**src/rtl/core/length_prefixed_deframer_assert.svh**
```systemverilog
// Assertion macros for the deframer RTL.
// Each macro expects signals named clk and rst_n in the including module.
`ifndef LENGTH_PREFIXED_DEFRAMER_ASSERT_SVH
`define LENGTH_PREFIXED_DEFRAMER_ASSERT_SVH

// Same-cycle implication.
`define LPD_ASSERT_IMPL(lbl, pre, post) \
    lbl: assert property (@(posedge clk) disable iff (!rst_n) (pre) |-> (post)) \
        else $error("lpd assertion failed");

// Next-cycle implication.
`define LPD_ASSERT_NEXT(lbl, pre, post) \
    lbl: assert property (@(posedge clk) disable iff (!rst_n) (pre) |=> (post)) \
        else $error("lpd assertion failed");

`endif

```
**src/rtl/core/lpd_pkg.sv**
```systemverilog
// Package for the length-prefixed deframer: codes, widths and reset values.
// No dependencies; used by length_prefixed_deframer.
package lpd_pkg;

    localparam int unsigned CFG_INDEX_W   = 1;
    localparam int unsigned CFG_DATA_W    = 32;
    localparam int unsigned LEN_W         = 32;
    localparam int unsigned TIMEOUT_W     = 16;
    localparam int unsigned HDR_W         = 24;

    localparam logic [LEN_W-1:0]     MAX_PAYLOAD_RESET     = 32'd65536;
    localparam logic [TIMEOUT_W-1:0] PAYLOAD_TIMEOUT_RESET = 16'd5000;
    localparam logic [LEN_W-1:0]     HEADER_LEN            = 32'd4;

    localparam logic [CFG_INDEX_W-1:0] CFG_MAX_PAYLOAD     = 1'd0;
    localparam logic [CFG_INDEX_W-1:0] CFG_PAYLOAD_TIMEOUT = 1'd1;

    typedef enum logic [1:0] {
        OP_BYTE    = 2'd0,
        OP_TICK    = 2'd1,
        OP_CONNECT = 2'd2
    } op_t;

    typedef enum logic [1:0] {
        PH_DISC = 2'd0,
        PH_HEAD = 2'd1,
        PH_PAY  = 2'd2
    } phase_t;

    typedef enum logic [1:0] {
        ST_DATA     = 2'd0,
        ST_TOO_LONG = 2'd1,
        ST_ZERO     = 2'd2,
        ST_TIMEOUT  = 2'd3
    } status_t;

    typedef struct packed {
        status_t    status;
        logic [7:0] data;
        logic       last;
    } result_t;

endpackage

```
**src/rtl/core/length_prefixed_deframer.sv**
```systemverilog
// Length-prefixed deframer. Takes one transaction per cycle (a received byte, a
// time tick or a connect) and returns the payload byte or error it causes, if
// any, in the next cycle from an output register. in_stall rises only while that
// register is full and the consumer stalls; else a stream runs at one item per
// clock. Each message is a 4-byte big-endian length that counts itself, then
// the payload; an oversize or empty payload, or too many ticks between payload
// bytes, reports an error and drops the link until the next connect. Config
// writes are always taken (cfg_ready is tied high).
// Depends on lpd_pkg and length_prefixed_deframer_assert.svh.
module length_prefixed_deframer
(
    input  logic                               clk,
    input  logic                               rst_n,
    input  logic                               in_valid,
    output logic                               in_stall,
    input  logic [1:0]                         operation,
    input  logic [7:0]                         rx_byte,
    output logic                               out_valid,
    input  logic                               out_stall,
    output logic [1:0]                         status,
    output logic [7:0]                         payload_byte,
    output logic                               last,
    input  logic                               cfg_valid,
    output logic                               cfg_ready,
    input  logic [lpd_pkg::CFG_INDEX_W-1:0]    cfg_index,
    input  logic [lpd_pkg::CFG_DATA_W-1:0]     cfg_data
);
    import lpd_pkg::*;

    `include "length_prefixed_deframer_assert.svh"

    logic [LEN_W-1:0]     max_payload_reg;
    logic [TIMEOUT_W-1:0] payload_timeout_reg;

    phase_t               phase_reg, phase_next;
    logic [1:0]           hdr_cnt_reg, hdr_cnt_next;
    logic [HDR_W-1:0]     hdr_bytes_reg, hdr_bytes_next;
    logic [LEN_W-1:0]     bytes_left_reg, bytes_left_next;
    logic [TIMEOUT_W-1:0] idle_reg, idle_next;

    logic                 out_valid_reg, out_valid_next;
    result_t              result_reg, result_next;

    logic                 in_fire;
    logic                 res_valid;
    result_t              res;
    logic [LEN_W-1:0]     len;
    logic [TIMEOUT_W:0]   idle_inc;

    assign cfg_ready = 1'b1;
    assign in_stall  = out_valid_reg && out_stall;
    assign in_fire   = in_valid && !in_stall;

    assign len      = {hdr_bytes_reg, rx_byte} - HEADER_LEN;
    assign idle_inc = {1'b0, idle_reg} + {{TIMEOUT_W{1'b0}}, 1'b1};

    always_comb
    begin
        phase_next      = phase_reg;
        hdr_cnt_next    = hdr_cnt_reg;
        hdr_bytes_next  = hdr_bytes_reg;
        bytes_left_next = bytes_left_reg;
        idle_next       = idle_reg;
        res_valid       = 1'b0;
        res.status      = ST_DATA;
        res.data        = 8'd0;
        res.last        = 1'b0;

        case (operation)
            OP_CONNECT:
            begin
                if (phase_reg == PH_DISC)
                begin
                    phase_next      = PH_HEAD;
                    hdr_cnt_next    = 2'd0;
                    hdr_bytes_next  = '0;
                    bytes_left_next = '0;
                    idle_next       = '0;
                end
            end
            OP_TICK:
            begin
                if (phase_reg == PH_PAY)
                begin
                    // The sum is one bit wider so a full 16-bit count still compares.
                    if (idle_inc >= {1'b0, payload_timeout_reg})
                    begin
                        phase_next      = PH_DISC;
                        bytes_left_next = '0;
                        idle_next       = '0;
                        res_valid       = 1'b1;
                        res.status      = ST_TIMEOUT;
                    end
                    else
                    begin
                        idle_next = idle_inc[TIMEOUT_W-1:0];
                    end
                end
            end
            OP_BYTE:
            begin
                if (phase_reg == PH_HEAD)
                begin
                    if (hdr_cnt_reg != 2'd3)
                    begin
                        hdr_bytes_next = {hdr_bytes_reg[HDR_W-9:0], rx_byte};
                        hdr_cnt_next   = hdr_cnt_reg + 2'd1;
                    end
                    else
                    begin
                        hdr_cnt_next   = 2'd0;
                        hdr_bytes_next = '0;
                        idle_next      = '0;
                        // A length under four wraps here and fails as too long unless the limit is that high.
                        if (len > max_payload_reg)
                        begin
                            phase_next = PH_DISC;
                            res_valid  = 1'b1;
                            res.status = ST_TOO_LONG;
                        end
                        else if (len == '0)
                        begin
                            phase_next = PH_DISC;
                            res_valid  = 1'b1;
                            res.status = ST_ZERO;
                        end
                        else
                        begin
                            phase_next      = PH_PAY;
                            bytes_left_next = len;
                        end
                    end
                end
                else if (phase_reg == PH_PAY)
                begin
                    res_valid = 1'b1;
                    res.data  = rx_byte;
                    res.last  = (bytes_left_reg <= {{(LEN_W-1){1'b0}}, 1'b1});
                    idle_next = '0;
                    if (res.last)
                    begin
                        phase_next      = PH_HEAD;
                        bytes_left_next = '0;
                    end
                    else
                    begin
                        bytes_left_next = bytes_left_reg - {{(LEN_W-1){1'b0}}, 1'b1};
                    end
                end
            end
            default:
            begin
            end
        endcase
    end

    always_comb
    begin
        out_valid_next = out_valid_reg;
        result_next    = result_reg;
        if (in_fire && res_valid)
        begin
            out_valid_next = 1'b1;
            result_next    = res;
        end
        else if (out_valid_reg && !out_stall)
        begin
            out_valid_next = 1'b0;
        end
    end

    always_ff @(posedge clk or negedge rst_n)
    begin
        if (!rst_n)
        begin
            max_payload_reg     <= MAX_PAYLOAD_RESET;
            payload_timeout_reg <= PAYLOAD_TIMEOUT_RESET;
        end
        else if (cfg_valid && cfg_ready)
        begin
            if (cfg_index == CFG_MAX_PAYLOAD)
            begin
                max_payload_reg <= cfg_data;
            end
            if (cfg_index == CFG_PAYLOAD_TIMEOUT)
            begin
                payload_timeout_reg <= cfg_data[TIMEOUT_W-1:0];
            end
        end
    end

    always_ff @(posedge clk or negedge rst_n)
    begin
        if (!rst_n)
        begin
            phase_reg      <= PH_DISC;
            hdr_cnt_reg    <= 2'd0;
            hdr_bytes_reg  <= '0;
            bytes_left_reg <= '0;
            idle_reg       <= '0;
            out_valid_reg  <= 1'b0;
        end
        else
        begin
            if (in_fire)
            begin
                phase_reg      <= phase_next;
                hdr_cnt_reg    <= hdr_cnt_next;
                hdr_bytes_reg  <= hdr_bytes_next;
                bytes_left_reg <= bytes_left_next;
                idle_reg       <= idle_next;
            end
            out_valid_reg <= out_valid_next;
        end
    end

    always_ff @(posedge clk)
    begin
        result_reg <= result_next;
    end

    assign out_valid    = out_valid_reg;
    assign status       = result_reg.status;
    assign payload_byte = result_reg.data;
    assign last         = result_reg.last;

    `LPD_ASSERT_NEXT(a_error_drops_link, in_fire && res_valid && res.status != ST_DATA, phase_reg == PH_DISC)
    `LPD_ASSERT_NEXT(a_last_rearms_header, in_fire && res_valid && res.last, phase_reg == PH_HEAD)
    `LPD_ASSERT_IMPL(a_payload_pending, phase_reg == PH_PAY, bytes_left_reg != '0)
    `LPD_ASSERT_IMPL(a_header_idle, phase_reg != PH_HEAD, hdr_cnt_reg == 2'd0)

endmodule

```
**config.mk**
```make
export PLATFORM = sky130hd
export DESIGN_NAME = length_prefixed_deframer
export DESIGN_NICKNAME = d
export VERILOG_FILES = /design/src/rtl/core/lpd_pkg.sv /design/src/rtl/core/length_prefixed_deframer.sv
export VERILOG_INCLUDE_DIRS = /design/src /design/src/rtl/core
export SDC_FILE = /design/constraint.sdc
export NUM_CORES = 1
export LEC_CHECK = 0
export BUFFER_PORTS_ARGS = -buffer_cell sky130_fd_sc_hd__buf_2
export CAP_MARGIN = 20
export CORE_MARGIN = 3
export CORE_UTILIZATION = 50
export DETAILED_ROUTE_END_ITERATION = 10
export GPL_ROUTABILITY_DRIVEN = 0
export PLACE_DENSITY_LB_ADDON = 0.2
export SYNTH_ARGS = -nofsm -noshare
export SYNTH_HDL_FRONTEND = slang
export SYNTH_SLANG_ARGS = --single-unit
```
**constraint.sdc**
```tcl
create_clock -name clk -period 12.45 [get_ports clk]
set_input_delay 1.245 -clock clk [delete_from_list [all_inputs] [get_ports clk]]
set_output_delay 1.245 -clock clk [all_outputs]
set_load 0.03 [all_outputs]
```
==> results.toml <==
[run_status]
status = "completed"

[timing]
clock_skew_ps = 12.3
setup-violations-final = 0
fin_ws_ps = 6470
slew_violations = 0
grt_setup_unrepaired = "false"
min_period_ps = 5980
max_freq_ghz = 0.167
final_hold_viol_count = 0
fin_setup_tns_ps = 0
slew_headroom_pct = 28.9
fin_crit_sh_pct = 48.1
tightest_slew_ps = 1050

[yosys]
synth-async-reset-ratio_pct = 91.9
yosysSeqAreaShare_pct = 39.4
syn_nets = 1117
syn_area_sq_mm = 0.00879
ys.flop_type = "dfrtp_1"
ys_ff_latch = 136
netlist.area_leader.share_pct = 33.9
synth_largest_area_cell = "dfrtp_1"
avgSynthCellArea_sq_um = 8.69
ys_types = 77
synth_edf_count = 11
ys_warn_count = 0
syn_inst = 1012
synth_area_leaders = "dfrtp_1 (34%), ha_1 (8.1%), nand2_1 (6.2%)"

[clocking]
cts_tree = "built"
postCtsSetupBuffers = 0
clk_pin_slew_worst_paths_ps = 60
hold_buffers = 0
cts_root_buffer = "clkbuf_16"
clock-sinks = 136
clk-insertion-delay-late_ps = 430
cts_inserted_buffers = 17
post_cts_resized = 0
clock_path_buffers = 2
htree_levels = 4

[critical_path]
setup.worst_path.start = "rx_byte[2]"
critPathSlowestCell = "a21oi_2"
reg2reg_depth = 14
cp.arrival_ps = 6290
cpMostUsedCell = "ha_1"
cp_max_fo = 16
rrSetupSlack_ps = 7180
rr_startpoint = "hdr_bytes_reg[1]$_DFFE_PN0P_"
worstSetupPathType = "in2reg"
cp-endpoint = "bytes_left_reg[0]$_DFFE_PN0P_"
cp-end-kind = "flip-flop"
start_kind = "input pin"
required_ps = 12760
cp_slowest_stage_delay_ps = 670
crit_chain = "buf_2 -> inv_1 -> ha_1 -> nor3b_4 -> nand3_2 -> o31a_1 -> or2_2 -> ha_1 -> a21oi_1 -> nand2_1 -> a221o_1 -> a2111oi_0 -> a21bo_2 -> o31ai_2 -> buf_4 -> a21oi_2 -> mux2_2"
reg2reg_to = "bytes_left_reg[0]$_DFFE_PN0P_"

[layout]
utilization_pct = 58.4
regArea_sq_mm = 0.00347
antenna_cells = 0
num-fill-cells = 1482
nets = 1151
syn_to_final_growth_pct = 12.1
multi_input_area_sq_mm = 0.00482
drive_gt1_share_pct = 14.3

[global_route]
grt_remaining_overflow = 0
grt_max_degree = 64
antenna_found_initial = 1
grtUsageTotal_pct = 25.5
grt_first_pass_wirelength_mm = 39.7
grt_pass1_vias = 7399

[die]
fp.dieH_um = 139
core_region_area_sq_mm = 0.0169
fp.dieW_um = 139
die-area_sq_mm = 0.0192
rows = 47
io_pins = 62
initial_utilization_pct = 52.1

[place]
dp_slack_ps = 6120
dp_hpwl_mm = 17.8
io_buffers = 60

[drt]
dr.first_iter.drc_count = 580
drc = 0
first_pass_iters = 5
vias = 7740
drtAntennaViolNets = 0
vias_per_cell = 6.05
wl_per_cell_um = 19.0
drt_wl_total_mm = 24.3

[job]
max-cap-violations = 0

[power_and_ir_drop]
fin_total_pwr_mw = 1.82
leakage_nw = 4.65
power_density_mw_per_mm2 = 185
ir_worst_vdd_uv = 150

[min_path]
min_path_type = "reg2reg"
==> cells in the final DEF, fill, tap and decap left out, drive strengths merged, types with 5 or more instances in the layout <==
| master | n |
|---|---|
| nand2 | 145 |
| dfrtp | 119 |
| o21ai | 83 |
| inv | 75 |
| buf | 73 |
| nor2 | 59 |
| ha | 57 |
| nand3 | 53 |
| a21oi | 47 |
| nor3 | 27 |
| xnor2 | 22 |
| clkbuf | 21 |
| mux2 | 18 |
| or3 | 17 |
| nand4 | 16 |
| xor2 | 14 |
| a22o | 14 |
| o31ai | 14 |
| nor4 | 14 |
| and3 | 12 |
| o2bb2ai | 11 |
| edfxtp | 11 |
| o22ai | 10 |
| nand2b | 9 |
| o211ai | 9 |
| o41ai | 7 |
| or4 | 7 |
| and4 | 6 |
| dfstp | 6 |
| a21o | 5 |
| a32oi | 5 |
| clkinv | 5 |
==> worst max-delay path, delay by kind of cell <==
kind	cells	cell delay (ps)
AO/OA/AOI/OAI	7	2330
buffers and inverters	3	490
multiplexers	1	410
AND/OR/NAND/NOR	4	1200
adder cells (fa/ha/maj)	2	590
==> layout make-up <==
type	instances	share of cell area (%)
clock buffers	21	4.67
clock inverters	11	1.47
inverters	73	2.78
multi-input cells	745	48.9
flip-flops and latches	136	35.2
well taps	220	2.79
repair buffers	73	4.26
==> cells in the mapped netlist, types with 11 or more instances <==
| cell | number |
|---|---|
| and3_1 | 12 |
| dfrtp_1 | 119 |
| nand3_1 | 52 |
| edfxtp_1 | 11 |
| o31ai_1 | 13 |
| nor3_1 | 26 |
| nand4_1 | 16 |
| a21oi_1 | 46 |
| or3_1 | 17 |
| a22o_1 | 14 |
| xnor2_1 | 22 |
| o21ai_0 | 78 |
| mux2_2 | 18 |
| nor4_1 | 12 |
| nand2_1 | 145 |
| ha_1 | 57 |
| o2bb2ai_1 | 11 |
| nor2_1 | 59 |
| clkbuf_1 | 45 |
| inv_1 | 73 |
| xor2_1 | 14 |
==> report_power, final <==
part	total [mW]	internal, mW	switching, mW
sequential	0.606	0.527	0.0793
combinational	0.694	0.245	0.449
clock	0.523	0.326	0.197
==> cells by family after synthesis <==
kind of cell    synth area share, %
simple gates                   21.5
compound gates                 18.8
flops                          39.4
buf+inv                        6.05
fa+ha+maj                      8.11
xor+xnor                       3.59
mux                            2.42
other cells                  0.0427
==> through the flow <==
stage | hold slack [ps] | instance area, sq um | instances
floorplan | 443 | 8790 | 1012
global placement | 460 | 9230 | 1246
detailed placement | 463 | 9230 | 1246
CTS | 482 | 9830 | 1278
global route | 517 | 9860 | 1279
finish | 478 | 9860 | 1279
==> layer usage <==
layer	up-vias	global-route usage [%]	wire, um
li1	3698	-	-
met1	3650	35.4	10700
met4	2	11.3	984
met2	320	37.8	10700
met3	70	6.69	1930
met5	-	0	8
==> worst min-delay path by stage <==
stage / startpoint / endpoint / slack (ps) / cells after the start
after floorplan: hdr_cnt_reg[1]$_DFFE_PN0P_ / hdr_cnt_reg[1]$_DFFE_PN0P_ / 440 / 2
after global placement: hdr_cnt_reg[1]$_DFFE_PN0P_ / hdr_cnt_reg[1]$_DFFE_PN0P_ / 460 / 2
after detailed placement: hdr_cnt_reg[1]$_DFFE_PN0P_ / hdr_cnt_reg[1]$_DFFE_PN0P_ / 460 / 2
after CTS: hdr_cnt_reg[1]$_DFFE_PN0P_ / hdr_cnt_reg[1]$_DFFE_PN0P_ / 480 / 2
after global routing: bytes_left_reg[17]$_DFFE_PN0P_ / bytes_left_reg[17]$_DFFE_PN0P_ / 520 / 1
final: hdr_cnt_reg[1]$_DFFE_PN0P_ / hdr_cnt_reg[1]$_DFFE_PN0P_ / 480 / 2
Power figures use the tool's default switching activity.
